File: src/rtl/ssrc8_pkg.sv
`default_nettype none

package ssrc8_pkg;

    localparam int SLICE_BYTES_DEFAULT = 16;

    // Widest slice byte count over the legal slice sizes (up to 63 bytes)
    localparam int CNT_MAX_W = 6;

    localparam logic [7:0] CRC_INIT = 8'hFF;
    localparam logic [7:0] CRC_POLY = 8'h31;
    localparam logic [7:0] CRC_TOP  = 8'h80;

    localparam logic [7:0]  MARKER_RESET = 8'hFF;
    localparam logic [11:0] LENGTH_RESET = 12'd256;

    localparam logic REQ_MSG = 1'b0;
    localparam logic REQ_END = 1'b1;

    localparam logic KIND_BYTE   = 1'b0;
    localparam logic KIND_STATUS = 1'b1;

    localparam logic REG_MARKER = 1'b0;
    localparam logic REG_LENGTH = 1'b1;

    typedef struct packed {
        logic                 bank;
        logic                 ok;
        logic [7:0]           sidx;
        logic [CNT_MAX_W-1:0] count;
    } cmd_t;

    function automatic logic [7:0] crc8_byte(input logic [7:0] crc, input logic [7:0] b);
        logic [7:0] c;
        c = crc ^ b;
        for (int k = 0; k < 8; k++)
        begin
            if ((c & CRC_TOP) != 8'h00)
            begin
                c = (c << 1) ^ CRC_POLY;
            end
            else
            begin
                c = c << 1;
            end
        end
        return c;
    endfunction

endpackage

`default_nettype wire

File: src/rtl/settings_slice_restore_crc8_core.sv
// Settings slice restore with CRC-8 check.
// Input queue side: push/full. A message item (req_type low) stores one byte with its
// default byte and folds it into an MSB-first CRC-8 (poly 0x31, init 0xFF); bytes past
// the slice size are dropped. An end item (req_type high) carries the stored checksum
// and slice index and closes the slice.
// Output queue side: empty/pop. For each held position whose global offset is below
// settings_length a restored byte beat comes out in ascending order, then one status
// beat with last high. checksum_ok tells whether the stored checksum matched.
// Configuration: cfg_valid/cfg_ready, always ready; index 0 marker_value, 1
// settings_length. Write only while no slice is being replayed.
// Flow: the input side takes a new item whenever full is low. Two slice banks in one RAM
// let the next slice load while the previous one replays. Replay picks up the command,
// then for each held byte reads the RAM and evaluates the read word, and ends with the
// status beat.
// full rises while both banks hold slices not yet replayed.
// Reset: CRC back to 0xFF, byte count to 0, queues empty; RAM contents are undefined.
// A stalled receiver holds the output beat and the replay waits on it.
`default_nettype none

module settings_slice_restore_crc8_core #(
    parameter int SLICE_BYTES = ssrc8_pkg::SLICE_BYTES_DEFAULT
) (
    input  wire logic        clk,
    input  wire logic        rst_n,
    input  wire logic        push,
    output logic             full,
    input  wire logic        req_type,
    input  wire logic [7:0]  data_byte,
    input  wire logic [7:0]  default_byte,
    input  wire logic [7:0]  slice_index,
    output logic             empty,
    input  wire logic        pop,
    output logic             kind,
    output logic      [11:0] position,
    output logic      [7:0]  byte_value,
    output logic             checksum_ok,
    output logic             last,
    input  wire logic        cfg_valid,
    output logic             cfg_ready,
    input  wire logic        cfg_index,
    input  wire logic [11:0] cfg_data
);

    localparam int IDX_W = (SLICE_BYTES > 1) ? $clog2(SLICE_BYTES) : 1;

    logic [7:0]      marker_reg;
    logic [11:0]     length_reg;
    logic            ram_we;
    logic [IDX_W:0]  ram_waddr;
    logic [15:0]     ram_wdata;
    logic            ram_re;
    logic [IDX_W:0]  ram_raddr;
    logic [15:0]     ram_rdata;
    logic            cmd_push;
    ssrc8_pkg::cmd_t cmd;
    ssrc8_pkg::cmd_t q_head;
    logic            q_empty;
    logic            q_pop;
    logic            done;

    assign cfg_ready = 1'b1;

    always_ff @(posedge clk or negedge rst_n)
    begin
        if (!rst_n)
        begin
            marker_reg <= ssrc8_pkg::MARKER_RESET;
            length_reg <= ssrc8_pkg::LENGTH_RESET;
        end
        else if (cfg_valid && cfg_ready)
        begin
            unique case (cfg_index)
                ssrc8_pkg::REG_MARKER: marker_reg <= cfg_data[7:0];
                ssrc8_pkg::REG_LENGTH: length_reg <= cfg_data;
                default:               length_reg <= length_reg;
            endcase
        end
    end

    ssrc8_front #(
        .SLICE_BYTES (SLICE_BYTES)
    ) u_front (
        .clk          (clk),
        .rst_n        (rst_n),
        .push         (push),
        .full         (full),
        .req_type     (req_type),
        .data_byte    (data_byte),
        .default_byte (default_byte),
        .slice_index  (slice_index),
        .ram_we       (ram_we),
        .ram_waddr    (ram_waddr),
        .ram_wdata    (ram_wdata),
        .cmd_push     (cmd_push),
        .cmd          (cmd),
        .done         (done)
    );

    ssrc8_ram #(
        .WIDTH (16),
        .DEPTH (2 ** (IDX_W + 1))
    ) u_store (
        .clk   (clk),
        .we    (ram_we),
        .waddr (ram_waddr),
        .wdata (ram_wdata),
        .re    (ram_re),
        .raddr (ram_raddr),
        .rdata (ram_rdata)
    );

    ssrc8_queue u_queue (
        .clk       (clk),
        .rst_n     (rst_n),
        .push      (cmd_push),
        .push_data (cmd),
        .pop       (q_pop),
        .empty     (q_empty),
        .head      (q_head)
    );

    ssrc8_back #(
        .SLICE_BYTES (SLICE_BYTES)
    ) u_back (
        .clk             (clk),
        .rst_n           (rst_n),
        .q_empty         (q_empty),
        .q_data          (q_head),
        .q_pop           (q_pop),
        .ram_re          (ram_re),
        .ram_raddr       (ram_raddr),
        .ram_rdata       (ram_rdata),
        .marker_value    (marker_reg),
        .settings_length (length_reg),
        .done            (done),
        .empty           (empty),
        .pop             (pop),
        .kind            (kind),
        .position        (position),
        .byte_value      (byte_value),
        .checksum_ok     (checksum_ok),
        .last            (last)
    );

    // Loading and replay never touch the same bank
    a_bank_split: assert property (@(posedge clk) disable iff (!rst_n)
        ram_we && ram_re |-> ram_waddr[IDX_W] != ram_raddr[IDX_W])
        else $error("store write and replay read hit the same bank");

    a_pop_nonempty: assert property (@(posedge clk) disable iff (!rst_n)
        q_pop |-> !q_empty)
        else $error("replay took a command from an empty queue");

    // With both banks held, at least one slice still waits in the queue
    a_full_queued: assert property (@(posedge clk) disable iff (!rst_n)
        full |-> !q_empty)
        else $error("front full with no queued slice");

endmodule

`default_nettype wire

File: src/rtl/ssrc8_ram.sv
`default_nettype none

module ssrc8_ram #(
    parameter int WIDTH = 16,
    parameter int DEPTH = 32,
    localparam int ADDR_W = (DEPTH > 1) ? $clog2(DEPTH) : 1
) (
    input  wire logic              clk,
    input  wire logic              we,
    input  wire logic [ADDR_W-1:0] waddr,
    input  wire logic [WIDTH-1:0]  wdata,
    input  wire logic              re,
    input  wire logic [ADDR_W-1:0] raddr,
    output logic      [WIDTH-1:0]  rdata
);

    logic [WIDTH-1:0] mem_reg [DEPTH];

    always_ff @(posedge clk)
    begin
        if (we)
        begin
            mem_reg[waddr] <= wdata;
        end
        if (re)
        begin
            rdata <= mem_reg[raddr];
        end
    end

endmodule

`default_nettype wire

File: src/rtl/ssrc8_queue.sv
`default_nettype none

module ssrc8_queue (
    input  wire logic             clk,
    input  wire logic             rst_n,
    input  wire logic             push,
    input  wire ssrc8_pkg::cmd_t  push_data,
    input  wire logic             pop,
    output logic                  empty,
    output ssrc8_pkg::cmd_t       head
);

    ssrc8_pkg::cmd_t entry_reg [2];
    logic            wr_ptr_reg;
    logic            wr_ptr_next;
    logic            rd_ptr_reg;
    logic            rd_ptr_next;
    logic [1:0]      fill_reg;
    logic [1:0]      fill_next;
    logic            do_pop;

    assign empty  = (fill_reg == 2'd0);
    assign head   = entry_reg[rd_ptr_reg];
    assign do_pop = pop && !empty;

    always_comb
    begin
        wr_ptr_next = push   ? ~wr_ptr_reg : wr_ptr_reg;
        rd_ptr_next = do_pop ? ~rd_ptr_reg : rd_ptr_reg;
        fill_next   = fill_reg + {1'b0, push} - {1'b0, do_pop};
    end

    always_ff @(posedge clk or negedge rst_n)
    begin
        if (!rst_n)
        begin
            wr_ptr_reg <= 1'b0;
            rd_ptr_reg <= 1'b0;
            fill_reg   <= 2'd0;
        end
        else
        begin
            wr_ptr_reg <= wr_ptr_next;
            rd_ptr_reg <= rd_ptr_next;
            fill_reg   <= fill_next;
        end
    end

    always_ff @(posedge clk)
    begin
        if (push)
        begin
            entry_reg[wr_ptr_reg] <= push_data;
        end
    end

endmodule

`default_nettype wire

File: src/rtl/ssrc8_front.sv
`default_nettype none

module ssrc8_front #(
    parameter int SLICE_BYTES = ssrc8_pkg::SLICE_BYTES_DEFAULT,
    localparam int IDX_W = (SLICE_BYTES > 1) ? $clog2(SLICE_BYTES) : 1,
    localparam int CNT_W = $clog2(SLICE_BYTES + 1)
) (
    input  wire logic              clk,
    input  wire logic              rst_n,
    input  wire logic              push,
    output logic                   full,
    input  wire logic              req_type,
    input  wire logic [7:0]        data_byte,
    input  wire logic [7:0]        default_byte,
    input  wire logic [7:0]        slice_index,
    output logic                   ram_we,
    output logic      [IDX_W:0]    ram_waddr,
    output logic      [15:0]       ram_wdata,
    output logic                   cmd_push,
    output ssrc8_pkg::cmd_t        cmd,
    input  wire logic              done
);

    logic [7:0]       crc_reg;
    logic [7:0]       crc_next;
    logic [CNT_W-1:0] count_reg;
    logic [CNT_W-1:0] count_next;
    logic             bank_reg;
    logic             bank_next;
    logic [1:0]       held_reg;
    logic [1:0]       held_next;
    logic             accept;

    // Both banks taken: one slice in the queue or being replayed, one more waiting
    assign full   = (held_reg == 2'd2);
    assign accept = push && !full;

    always_comb
    begin
        crc_next   = crc_reg;
        count_next = count_reg;
        bank_next  = bank_reg;
        ram_we     = 1'b0;
        ram_waddr  = {bank_reg, count_reg[IDX_W-1:0]};
        ram_wdata  = {data_byte, default_byte};
        cmd_push   = 1'b0;
        cmd.bank   = bank_reg;
        cmd.ok     = (data_byte == crc_reg);
        cmd.sidx   = slice_index;
        cmd.count  = ssrc8_pkg::CNT_MAX_W'(count_reg);
        if (accept)
        begin
            if (req_type == ssrc8_pkg::REQ_MSG)
            begin
                // drop bytes past the slice size
                if (count_reg < CNT_W'(SLICE_BYTES))
                begin
                    ram_we     = 1'b1;
                    crc_next   = ssrc8_pkg::crc8_byte(crc_reg, data_byte);
                    count_next = count_reg + 1'b1;
                end
            end
            else
            begin
                cmd_push   = 1'b1;
                crc_next   = ssrc8_pkg::CRC_INIT;
                count_next = '0;
                bank_next  = ~bank_reg;
            end
        end
        held_next = held_reg + {1'b0, cmd_push} - {1'b0, done};
    end

    always_ff @(posedge clk or negedge rst_n)
    begin
        if (!rst_n)
        begin
            crc_reg   <= ssrc8_pkg::CRC_INIT;
            count_reg <= '0;
            bank_reg  <= 1'b0;
            held_reg  <= 2'd0;
        end
        else
        begin
            crc_reg   <= crc_next;
            count_reg <= count_next;
            bank_reg  <= bank_next;
            held_reg  <= held_next;
        end
    end

endmodule

`default_nettype wire

File: src/rtl/ssrc8_back.sv
`default_nettype none

module ssrc8_back #(
    parameter int SLICE_BYTES = ssrc8_pkg::SLICE_BYTES_DEFAULT,
    localparam int IDX_W = (SLICE_BYTES > 1) ? $clog2(SLICE_BYTES) : 1,
    localparam int CNT_W = $clog2(SLICE_BYTES + 1),
    localparam int POS_W = (8 + CNT_W > 12) ? 8 + CNT_W : 12
) (
    input  wire logic             clk,
    input  wire logic             rst_n,
    input  wire logic             q_empty,
    input  wire ssrc8_pkg::cmd_t  q_data,
    output logic                  q_pop,
    output logic                  ram_re,
    output logic      [IDX_W:0]   ram_raddr,
    input  wire logic [15:0]      ram_rdata,
    input  wire logic [7:0]       marker_value,
    input  wire logic [11:0]      settings_length,
    output logic                  done,
    output logic                  empty,
    input  wire logic             pop,
    output logic                  kind,
    output logic      [11:0]      position,
    output logic      [7:0]       byte_value,
    output logic                  checksum_ok,
    output logic                  last
);

    localparam logic [1:0] ST_IDLE   = 2'd0;
    localparam logic [1:0] ST_READ   = 2'd1;
    localparam logic [1:0] ST_EVAL   = 2'd2;
    localparam logic [1:0] ST_STATUS = 2'd3;

    logic [1:0]       state_reg;
    logic [1:0]       state_next;
    logic             bank_reg;
    logic             bank_next;
    logic             ok_reg;
    logic             ok_next;
    logic [CNT_W-1:0] idx_reg;
    logic [CNT_W-1:0] idx_next;
    logic [CNT_W-1:0] count_reg;
    logic [CNT_W-1:0] count_next;
    logic [POS_W-1:0] pos_reg;
    logic [POS_W-1:0] pos_next;
    logic             out_valid_reg;
    logic             out_valid_next;
    logic             slot_free;
    logic             in_range;
    logic             load_byte;
    logic             load_status;
    logic [7:0]       msg_byte;
    logic [7:0]       dflt_byte;
    logic [7:0]       restored;

    assign empty     = !out_valid_reg;
    assign slot_free = !out_valid_reg || pop;
    assign ram_raddr = {bank_reg, idx_reg[IDX_W-1:0]};
    assign msg_byte  = ram_rdata[15:8];
    assign dflt_byte = ram_rdata[7:0];
    assign in_range  = (pos_reg < POS_W'(settings_length));
    assign restored  = (!ok_reg || (msg_byte == marker_value)) ? dflt_byte : msg_byte;

    always_comb
    begin
        state_next  = state_reg;
        bank_next   = bank_reg;
        ok_next     = ok_reg;
        idx_next    = idx_reg;
        count_next  = count_reg;
        pos_next    = pos_reg;
        q_pop       = 1'b0;
        ram_re      = 1'b0;
        load_byte   = 1'b0;
        load_status = 1'b0;
        done        = 1'b0;
        unique case (state_reg)
            ST_IDLE:
            begin
                if (!q_empty)
                begin
                    q_pop      = 1'b1;
                    bank_next  = q_data.bank;
                    ok_next    = q_data.ok;
                    count_next = q_data.count[CNT_W-1:0];
                    idx_next   = '0;
                    pos_next   = POS_W'(q_data.sidx) * POS_W'(SLICE_BYTES);
                    state_next = (q_data.count == '0) ? ST_STATUS : ST_READ;
                end
            end
            ST_READ:
            begin
                ram_re     = 1'b1;
                state_next = ST_EVAL;
            end
            ST_EVAL:
            begin
                // skip positions past the record, hold while the output beat is not yet taken
                if (!in_range || slot_free)
                begin
                    load_byte  = in_range;
                    idx_next   = idx_reg + 1'b1;
                    pos_next   = pos_reg + 1'b1;
                    state_next = ((idx_reg + 1'b1) == count_reg) ? ST_STATUS : ST_READ;
                end
            end
            ST_STATUS:
            begin
                if (slot_free)
                begin
                    load_status = 1'b1;
                    done        = 1'b1;
                    state_next  = ST_IDLE;
                end
            end
            default:
            begin
                state_next = ST_IDLE;
            end
        endcase
        out_valid_next = (out_valid_reg && !pop) || load_byte || load_status;
    end

    always_ff @(posedge clk or negedge rst_n)
    begin
        if (!rst_n)
        begin
            state_reg     <= ST_IDLE;
            bank_reg      <= 1'b0;
            ok_reg        <= 1'b0;
            idx_reg       <= '0;
            count_reg     <= '0;
            pos_reg       <= '0;
            out_valid_reg <= 1'b0;
        end
        else
        begin
            state_reg     <= state_next;
            bank_reg      <= bank_next;
            ok_reg        <= ok_next;
            idx_reg       <= idx_next;
            count_reg     <= count_next;
            pos_reg       <= pos_next;
            out_valid_reg <= out_valid_next;
        end
    end

    always_ff @(posedge clk)
    begin
        if (load_byte)
        begin
            kind        <= ssrc8_pkg::KIND_BYTE;
            position    <= pos_reg[11:0];
            byte_value  <= restored;
            checksum_ok <= ok_reg;
            last        <= 1'b0;
        end
        else if (load_status)
        begin
            kind        <= ssrc8_pkg::KIND_STATUS;
            position    <= 12'd0;
            byte_value  <= 8'd0;
            checksum_ok <= ok_reg;
            last        <= 1'b1;
        end
    end

endmodule

`default_nettype wire

File: config.mk
export PLATFORM = sky130hd
export DESIGN_NAME = settings_slice_restore_crc8_core
export DESIGN_NICKNAME = d
export VERILOG_FILES = /design/src/rtl/ssrc8_pkg.sv /design/src/rtl/settings_slice_restore_crc8_core.sv /design/src/rtl/ssrc8_ram.sv /design/src/rtl/ssrc8_queue.sv /design/src/rtl/ssrc8_front.sv /design/src/rtl/ssrc8_back.sv
export SDC_FILE = /design/constraint.sdc
export NUM_CORES = 1
export LEC_CHECK = 0
export ABC_AREA = 1
export BUFFER_PORTS_ARGS = -buffer_cell sky130_fd_sc_hd__buf_2
export CORE_MARGIN = 2
export CORE_UTILIZATION = 30
export CTS_BUF_LIST = sky130_fd_sc_hd__clkbuf_4 sky130_fd_sc_hd__clkbuf_8
export DETAILED_ROUTE_END_ITERATION = 8
export SLEW_MARGIN = 30
export SYNTH_ARGS = -nofsm -noshare
export SYNTH_HDL_FRONTEND = slang
export SYNTH_HIERARCHICAL = 1
export SYNTH_SLANG_ARGS = --single-unit
File: constraint.sdc
create_clock -name clk -period 5.8 [get_ports clk]
set_clock_uncertainty 0.2 [all_clocks]
set_input_delay 0.29 -clock clk [delete_from_list [all_inputs] [get_ports clk]]
set_output_delay 0.29 -clock clk [all_outputs]
set_load 0.005 [all_outputs]
; Yosys cells after proc, flatten, opt, wreduce, memory -nomap -nowiden
; Memories as Yosys holds them, arrays and structs flattened. A register that Yosys moved wholly into a read port is not among the register bits.
; Cells that the tools add are included.
[totals]
register_bits = 90
ramBits = 542
in_bits = 43
output_inout_bits = 26
elab_cells = 150
memories = 2
[op_classes]
add_sub_neg = 7
n_lt_le_gt_ge = 2
eq_ne = 10
muxes = 68
n_bitwise = 14
n_reduce_logical = 27
[mem_list]
columns = memory, words, word_bits, read_ports, rd_clocked_by_memory_dff, write_ports, line_no
row1 = u_store.mem_reg, 32, 16, 1, 1, 1, ssrc8_ram.sv:17  ; logic [WIDTH-1:0] mem_reg [DEPTH];
row2 = u_queue.entry_reg, 2, 15, 1, 0, 1, ssrc8_queue.sv:13  ; ssrc8_pkg::cmd_t entry_reg [2];
[ops]
columns = operator, n
row1 = two-way mux 8 bit, 26
row2 = two-way mux 6 bit, 8
row3 = two-way mux 13 bit, 2
row4 = case mux 13 bit (2 select lines), 1
row5 = two-way mux 12 bit, 2
row6 = NOT 3 bit, 8
row7 = two-way mux 5 bit, 4
row8 = two-way mux 1 bit, 18
row9 = equality test 8 bit, 2
row10 = adder 13 x 1 -> 13 bit (second input constant), 1
row11 = < comparator 13 x 12 -> 1 bit, 1
row12 = adder 5 x 1 -> 5 bit (second input constant), 2
row13 = two-way mux 2 bit, 5
row14 = case mux 5 bit (2 select lines), 1
row15 = AND reduction 2 bit, 5
row16 = case mux 2 bit (4 select lines), 1
row17 = bitwise XOR 8 bit, 1
row18 = equality test 2 bit (second input constant), 3
row19 = logical NOT 1 bit, 6
row20 = logical NOT 6 bit, 1
row21 = AND reduction 3 bit, 2
row22 = nonzero test 2 bit, 3
row23 = equality test 5 bit, 1
row24 = logical OR 1 bit, 5
row25 = other kinds (9), 19

; Longest topological paths before layout
; Gate-level depths: netlist of run 1.
[depth]
depth_word = 40
mapped_depth = 13
ltp_nobuf = 12

; By module
; The synthesis of run 1 kept the hierarchy.
[by_module_without_submodules]
columns = mod, n_inst, cells_each, area_each_um2, seq_area_each_um2
row1 = ssrc8_ram, 1, 1794, 21461.8, 15855.2
row2 = ssrc8_back, 1, 435, 3175.5, 1351.3
row3 = ssrc8_queue, 1, 113, 1423.9, 1061.0
row4 = ssrc8_front, 1, 195, 1378.8, 410.4
row5 = settings_slice_restore_crc8_core, 1, 89, 807.0, 511.7

; Worst setup path before layout of run 1
; OpenSTA, ideal clock, no wires.
[synth_path]
kind = flip-flop to flip-flop
start = reg length_reg[8]
end = reg u_back.byte_value[0], enable pin
setup_time_ns = 0.378
arrival_time_ns = 1.956
required_ns = 5.222
setup_slack_ns = 3.266
stages_incl_launch_ff = 11
path_buffers = 1
synth_period_minus_slack_ns = 2.534
cell_sequence = dfstp_2 > inv_1 > ha_1 > nand2_1 > nand2_1 > nand3_1 > nand2_1 > nor2_2 > nand4_2 > buf_2 > nand2_1
[synth_between]
elab_chain_cells = 6
[synth_rtl]
columns = element, line_no
row1 = from (decl), settings_slice_restore_crc8_core.sv:47  ; logic [11:0] length_reg;
row2 = from (signal assigned), settings_slice_restore_crc8_core.sv:68  ; length_reg <= ssrc8_pkg::LENGTH_RESET;
row3 = from (signal assigned), settings_slice_restore_crc8_core.sv:74  ; ssrc8_pkg::REG_LENGTH: length_reg <= cfg_data;
row4 = from (signal assigned), settings_slice_restore_crc8_core.sv:75  ; default: length_reg <= length_reg;
row5 = < comparator 13 x 12 -> 1 bit (*), ssrc8_back.sv:61  ; assign in_range = (pos_reg < POS_W'(settings_length));
row6 = logical NOT 1 bit, ssrc8_back.sv:99  ; if (!in_range || slot_free)
row7 = logical OR 1 bit, ssrc8_back.sv:99
row8 = two-way mux 1 bit (*), ssrc8_back.sv:99
row9 = two-way mux 1 bit (*), ssrc8_back.sv:77  ; unique case (state_reg)
row10 = nonzero test 2 bit (no source line) (*), --
row11 = to (signal assigned), ssrc8_back.sv:154  ; byte_value <= restored;
row12 = to (decl), ssrc8_back.sv:24  ; output logic [7:0] byte_value,
; Every way passes the cells marked *; elsewhere a longest branch is shown, timed or not.
; A chain may end at the register's enable or synchronous reset.

; Final worst setup path of run 1
[layout_path]
start = reg u_back.state_reg[0]
end = reg u_back.position[8], enable pin
[layout_between]
elab_chain_cells = 3
elab_cells_between_ends = 5
cone_classes = 2 x eq/ne / 2 x mux / 1 x reduce/logical
[layout_rtl]
columns = element, line_no
row1 = from (decl), ssrc8_back.sv:34  ; logic [1:0] state_reg;
row2 = from (signal assigned), ssrc8_back.sv:138  ; state_reg <= state_next;
row3 = equality test 2 bit, ssrc8_back.sv:77
row4 = two-way mux 1 bit, ssrc8_back.sv:77
row5 = nonzero test 2 bit (no source line) (*), --
row6 = to (signal assigned), ssrc8_back.sv:153  ; position <= pos_reg[11:0];
row7 = to (decl), ssrc8_back.sv:23  ; output logic [11:0] position,
; Marked as above.

==> results of run 1 <==
## timing repair
item / in CTS / in global routing
resized for setup: 0 / 0
hold endpoints to repair: 572 / 0
hold buffers: 59 / 0
## cell type report
class / instances / area [um^2]
fill: 9330 / 61300
sequential: 650 / 19200
multi-input combinational: 1696 / 7480
clock buffer: 143 / 1720
tap: 1254 / 1570
timing repair buffer: 169 / 1310
inverter: 115 / 449
clock inverter: 42 / 304
antenna: 1 / 2.50
## how the worst min path moves through the flow
stage | startpoint | endpoint
after global placement | u_front/count_reg[4] | u_queue/entry_reg[0][4]
after global routing | rst_n | u_back/count_reg[3]
after detailed placement | length_reg[8] | length_reg[8]
after CTS | slice_index[5] | u_queue/entry_reg[0][11]
after floorplan | rst_n | length_reg[0]
final | rst_n | length_reg[10]
## logic make-up (layout without fill, tap and decap cells)
logic type | after synthesis | in the layout | share of synthesized area (%)
buffers and inverters | 280 | 469 | 5.72
adder cells (fa/ha/maj) | 18 | 18 | 0.797
AND/OR/NAND/NOR | 1638 | 1638 | 24.5
other | 2 | 3 | 0.0266
AO/OA/AOI/OAI | 20 | 20 | 0.465
XOR/XNOR | 18 | 18 | 0.558
flip-flops | 650 | 650 | 67.9
## layout by cell type (no fill, tap or decap), drive strengths merged
master	count
o22ai	3
a31oi	1
a21boi	1
dfrtp	51
nor3	4
nand2	1044
dfxtp	1
a22oi	1
diode	1
dlygate4sd3	59
conb	2
bufinv	3
nand3b	11
clkinv	34
xnor2	11
clkinvlp	2
or2	2
xor2	7
o31ai	1
inv	118
buf	110
a21oi	3
nand3	474
dfstp	17
ha	18
clkbuf	143
a22o	1
nor2	94
nand4	9
edfxtp	581
o21ai	9
## per-layer routing
layer / GRT usage [%] / vias to the layer above / part of all wire [%]
met1: 20.3 / 9170 / 44
li1: - / 9063 / -
met4: 4.79 / 0 / 2.9
met3: 3.02 / 134 / 7.3
met2: 23.2 / 670 / 46
met5: 0 / - / 0
## power by group through the flow
stage / logic, mW / registers, mW / clock network, mW
5_1_grt: 4.18 / 6.02 / 4.16
4_1_cts: 3.71 / 5.97 / 3.95
3_5_place_dp: 3.66 / 6.06 / 0
6_report: 3.70 / 5.97 / 3.86
2_1_floorplan: 2.90 / 5.85 / 0
3_3_place_gp: 3.63 / 6.06 / 0
==> flow_metrics.env, run 1 <==
export IMPL_yosys_register_bits=650
export IMPL_p_seq_share_pct=44.1
export IMPL_antenna_found_initial=1
export IMPL_preCtsSetupSlack_ns=2.59
export IMPL_cts_tree="built"
export IMPL_dr_first_iter_drc_count=1720
export IMPL_die_area_mm2=0.0966
export IMPL_design_area_mm2=0.0320
export IMPL_yosysWarnings=6
export IMPL_postSynthAreaPerCell_um2=10.8
export IMPL_cts_setup_buffers=0
export IMPL_hp_class="in2async"
export IMPL_r2r_end="u_back/position[8]"
export IMPL_fin_crit_sh_pct=55.6
export IMPL_grt_pass1_vias=18464
export IMPL_finalSetupTns_ns=0
export IMPL_root_buffer="clkbuf_8"
export IMPL_yosys_top_cells_area="edfxtp_1 (62%), nand2_1 (14%), nand3_1 (8.4%), dfrtp_1 (4.5%), buf_4 (1.8%)"
export IMPL_drc=0
export IMPL_critPathLaunch="u_back/state_reg[0]"
export IMPL_worst_path_stages=5
export IMPL_ant_nets=0
export IMPL_power_density_mw_per_mm2=422
export IMPL_grt_first_pass_wirelength_um=111000
export IMPL_rsz0062_at_grt="no"
export IMPL_critPathBufInv=2
export IMPL_cts_made_buffers=103
export IMPL_final_util_pct=34.3
export IMPL_rows=112
export IMPL_routed_wl_um=72000
export IMPL_h_tree_depth=3
export IMPL_nets=2796
export IMPL_core_mm2=0.0933
export IMPL_pin_count=69
export IMPL_vdd_ir_drop_worst_mv=0.297
export IMPL_p_comb_share_pct=27.4
export IMPL_die_h_um=311
export IMPL_routabilityCongestion=0.827
export IMPL_critical_path_class="reg2reg"
export IMPL_largest_reg_flops=512
export IMPL_yosysMostFrequentCell="nand2_1"
export IMPL_cp_max_fo=23
export IMPL_worstSetupEndpoint="u_back/position[8]"
export IMPL_required_ns=5.91
export IMPL_path_clk_slew_ns=0.06
export IMPL_synth_cells=2626
export IMPL_syn_area_mm2=0.0282
export IMPL_path_cells="inv_1, nand2_1, inv_1, nand4_2, nand2_1"
export IMPL_start_kind="register"
export IMPL_dr_pass1_iters=7
export IMPL_hold_violations=16
export IMPL_max_freq_mhz=310
export IMPL_ys_flop_type="edfxtp_1"
export IMPL_slew_viol_final=0
export IMPL_rr_worst_depth=5
export IMPL_die_width_um=311
export IMPL_violations="hold timing"
export IMPL_maxCapViolCount=0
export IMPL_initial_core_util_pct=30.3
export IMPL_fin_ws_ns=2.58
export IMPL_cp_data_arrival_time_ns=3.34
export IMPL_end_kind="register"
export IMPL_synth_top_area_share_pct=61.8
export IMPL_yosys_cell_types_count=44
export IMPL_switchingPower_mw=4.76
export IMPL_yosysTopAreaCell="edfxtp_1"
export IMPL_max_stage_delay_ns=0.80
export IMPL_dpl_cell_area_mm2=0.0294
export IMPL_setup_viol=0
export IMPL_p_total_mw=13.5
export IMPL_clockBufferDepth=3
export IMPL_slew_headroom_pct=31.5
export IMPL_grt_ovfl_total=0
export IMPL_pwr_share_clk_pct=28.5
export IMPL_r2r_slack_ns=2.58
export IMPL_dp_cells=3825
export IMPL_grt_max_degree=156
export IMPL_internal_power_mw=8.77
export IMPL_vias=19037
export IMPL_drive_gt1_share_pct=12.6
export IMPL_finalCriticalPeriod_ns=3.22
export IMPL_clk_latency_ns=0.74
export IMPL_status="finished, violations left"
export IMPL_syn2layout_area_growth_pct=13.4
export IMPL_ys_top_cells_by_count="nand2_1 (1019), edfxtp_1 (581), nand3_1 (473)"
export IMPL_tightest_slew_ns=1.02
export IMPL_cp_slowest_cell="nand2_1"
export IMPL_hold_slack_ns=-0.0422
export IMPL_track_usage_pct=14.7
export IMPL_dp_hpwl_um=40500
export IMPL_drt_vias_per_instance=4.68
export IMPL_critical_path_top_delay_family="simple AND/OR/NAND/NOR gates"
export IMPL_p_sw_share_pct=35.1
export IMPL_cts_sinks=650
export IMPL_wire_per_inst_um=17.7
export IMPL_leakagePower_nw=12.4
export IMPL_synth_nets=2687
export IMPL_io_buffer_count=67
export IMPL_async_flop_share_pct=10.5
export IMPL_synth_edf_count=581
export IMPL_fin_cells=4070
export IMPL_ys_seq_area_share_pct=67.9
export IMPL_reg2reg_from="u_back/state_reg[0]"
Note: power is estimated with default switching activity, not from simulation.
==> run 2, diff against run 1 <==
--- a/config.mk
+++ b/config.mk
@@ -5,7 +5,7 @@
 export SDC_FILE = /design/constraint.sdc
 export NUM_CORES = 1
 export LEC_CHECK = 0
-export ABC_AREA = 1
+export ABC_AREA = 0
 export BUFFER_PORTS_ARGS = -buffer_cell sky130_fd_sc_hd__buf_2
 export CORE_MARGIN = 2
 export CORE_UTILIZATION = 30
==> constraint.sdc (replaced) <==
create_clock -name clk -period 3.2 [get_ports clk]
set_clock_uncertainty 0.2 [all_clocks]
set_input_delay 0.16 -clock clk [delete_from_list [all_inputs] [get_ports clk]]
set_output_delay 0.16 -clock clk [all_outputs]
set_load 0.005 [all_outputs]
==> flow_metrics.env, run 2 <==
export IMPL_status="finished clean"
export IMPL_cts_sinks=650
export IMPL_cp_max_fo=13
export IMPL_p_total_mw=24.6
export IMPL_dr_pass1_iters=5
export IMPL_routabilityCongestion=0.834
export IMPL_track_usage_pct=12.9
export IMPL_grt_max_degree=70
export IMPL_synth_top_area_share_pct=64.8
export IMPL_synth_nets=1720
export IMPL_die_width_um=304
export IMPL_grt_first_pass_wirelength_um=92400
export IMPL_post_cts_resized=0
export IMPL_max_stage_delay_ns=0.63
export IMPL_dpl_cell_area_mm2=0.0285
export IMPL_multi_input_area_mm2=0.00677
export IMPL_cts_setup_buffers=0
export IMPL_end_kind="register"
export IMPL_io_buffer_count=67
export IMPL_rr_worst_depth=6
export IMPL_largest_reg_flops=512
export IMPL_async_flop_share_pct=10.5
export IMPL_yosys_register_bits=650
export IMPL_root_buffer="clkbuf_8"
export IMPL_clk_latency_ns=0.70
export IMPL_ys_top_cells_by_count="edfxtp_1 (581), mux2i_1 (264), nor2_1 (66)"
export IMPL_drt_vias_per_instance=4.82
export IMPL_grt_ovfl_total=0
export IMPL_critical_path_class="reg2reg"
export IMPL_max_freq_mhz=359
export IMPL_h_tree_depth=3
export IMPL_cts_made_buffers=102
export IMPL_critical_path_top_delay_family="simple AND/OR/NAND/NOR gates"
export IMPL_ys_seq_area_share_pct=71.2
export IMPL_drive_gt1_share_pct=19.2
export IMPL_pin_count=69
export IMPL_register_area_mm2=0.0192
export IMPL_nets=1915
export IMPL_vias=14913
export IMPL_syn2layout_area_growth_pct=16.1
export IMPL_cp_slowest_cell="or3b_2"
export IMPL_holdPathStages=3
export IMPL_cts_tree="built"
export IMPL_tightest_slew_ns=0.853
export IMPL_drc=0
export IMPL_fin_crit_sh_pct=87.0
export IMPL_die_h_um=304
export IMPL_core_mm2=0.0886
export IMPL_dp_cells=2847
export IMPL_yosysWarnings=6
export IMPL_routed_wl_um=60400
export IMPL_slew_headroom_pct=42.8
export IMPL_yosysTopAreaCell="edfxtp_1"
export IMPL_fillerInstances=8410
export IMPL_grt_pass1_vias=15208
export IMPL_synth_cells=1659
export IMPL_rsz0062_at_grt="no"
export IMPL_design_area_mm2=0.0313
export IMPL_slew_viol_final=0
export IMPL_setup_viol=0
export IMPL_path_clk_slew_ns=0.06
export IMPL_syn_area_mm2=0.0269
export IMPL_yosys_cell_types_count=68
export IMPL_hold_slack_ns=0.0761
export IMPL_leakagePower_nw=11.1
export IMPL_die_area_mm2=0.0922
export IMPL_synth_edf_count=581
export IMPL_yosysMostFrequentCell="edfxtp_1"
export IMPL_initial_core_util_pct=30.4
export IMPL_path_cells="nand2b_1, nand3_1, inv_2, or3b_2, nor2_1, buf_4"
export IMPL_clockBufferDepth=3
export IMPL_grt_busiest_layer="met2"
export IMPL_antenna_found_initial=2
export IMPL_finalSetupTns_ns=0
export IMPL_met1_usage_pct=17.1
export IMPL_final_common_cell="edfxtp_1"
export IMPL_ant_nets=0
export IMPL_start_kind="register"
export IMPL_final_cell_mix="edfxtp_1 (581), mux2i_1 (264), clkbuf_8 (109)"
export IMPL_worst_path_stages=6
export IMPL_yosys_top_cells_area="edfxtp_1 (65%), mux2i_1 (9.8%), dfrtp_1 (4.7%), a22oi_1 (1.8%), dfstp_2 (1.7%)"
export IMPL_cp_data_arrival_time_ns=2.95
export IMPL_finalCriticalPeriod_ns=2.78
export IMPL_rows=109
export IMPL_ctsHoldBuffers=68
export IMPL_use_met3_pct=2.15
export IMPL_vdd_ir_drop_worst_mv=0.535
export IMPL_wire_per_inst_um=19.5
export IMPL_met2_usage_pct=21.9
export IMPL_critPathBufInv=2
export IMPL_hold_violations=0
export IMPL_ys_flop_type="edfxtp_1"
export IMPL_required_ns=3.36
export IMPL_power_density_mw_per_mm2=785
export IMPL_fin_cells=3095
export IMPL_maxCapViolCount=0
export IMPL_hp_class="in2reg"
export IMPL_postSynthAreaPerCell_um2=16.2
export IMPL_dp_hpwl_um=37200
export IMPL_dr_first_iter_drc_count=1115
==> run 2: changes by cell type after synthesis, sizes merged, moves of 44 or more <==
cell / delta
nand2: -980
nand3: -429
a21oi: +56
mux2: +44
buf: -45
inv: -88
mux2i: +264
a22oi: +63
==> run 2: worst register-to-register path: stages (launching register included) <==
cell and delay, ns:
dfrtp_1 0.40, nand2b_1 0.16, nand3_1 0.26, inv_2 0.28, or3b_2 0.63, nor2_1 0.30, buf_4 0.24
==> run 2: logic make-up (layout without fill, tap and decap cells) <==
| group | count (synthesis) | in the layout | synth area share (%) |
|---|---|---|---|
| buffers and inverters | 143 | 413 | 3.74 |
| adder cells (fa/ha/maj) | 18 | 18 | 0.836 |
| other | 2 | 3 | 0.0279 |
| multiplexers | 308 | 308 | 11.8 |
| flip-flops | 650 | 650 | 71.2 |
| AO/OA/AOI/OAI | 224 | 224 | 5.79 |
| XOR/XNOR | 44 | 44 | 1.63 |
| AND/OR/NAND/NOR | 270 | 270 | 4.96 |
==> run 2: metal layers <==
| metal | vias to the layer above | routed length, um |
|---|---|---|
| li1 | 6756 | - |
| met1 | 7591 | 26300 |
| met2 | 473 | 29700 |
| met3 | 93 | 3310 |
| met4 | 0 | 1060 |
| met5 | - | 0 |
==> run 2: where the power goes <==
part | internal [mW] | switching [mW]
combinational | 2.91 | 3.69
clock | 3.94 | 3.16
sequential | 10.2 | 0.696
==> run 2: worst paths after layout <==
check	start	to	slack (ns)
worst min-delay path	cfg_data[11]	length_reg[11]	0.08
worst max-delay path	u_front/held_reg[1]	u_store/mem_reg[28][11]	0.42
worst max register to register	u_front/held_reg[1]	u_store/mem_reg[28][11]	0.42
min in group asynchronous	rst_n	marker_reg[3]	0.54
max in group asynchronous	rst_n	u_front/crc_reg[3]	1.93
worst min register to register	u_front/held_reg[1]	u_front/held_reg[1]	0.29
==> run 2: stage by stage <==
stage	utilization, %	setup slack [ns]
floorplan	-	0.247
global placement	32.2	0.467
detailed placement	32.2	0.420
CTS	35.3	0.407
finish	35.3	0.417
global route	35.3	0.296
==> run 2: cell type report <==
| type | count | area share, % |
|---|---|---|
| clock inverter | 51 | 1.38 |
| antenna | 1 | 0.00800 |
| clock buffer | 128 | 5.25 |
| multi-input combinational | 866 | 21.6 |
| inverter | 27 | 0.324 |
| sequential | 650 | 61.4 |
| timing repair buffer | 207 | 5.37 |
| tap | 1165 | 4.66 |
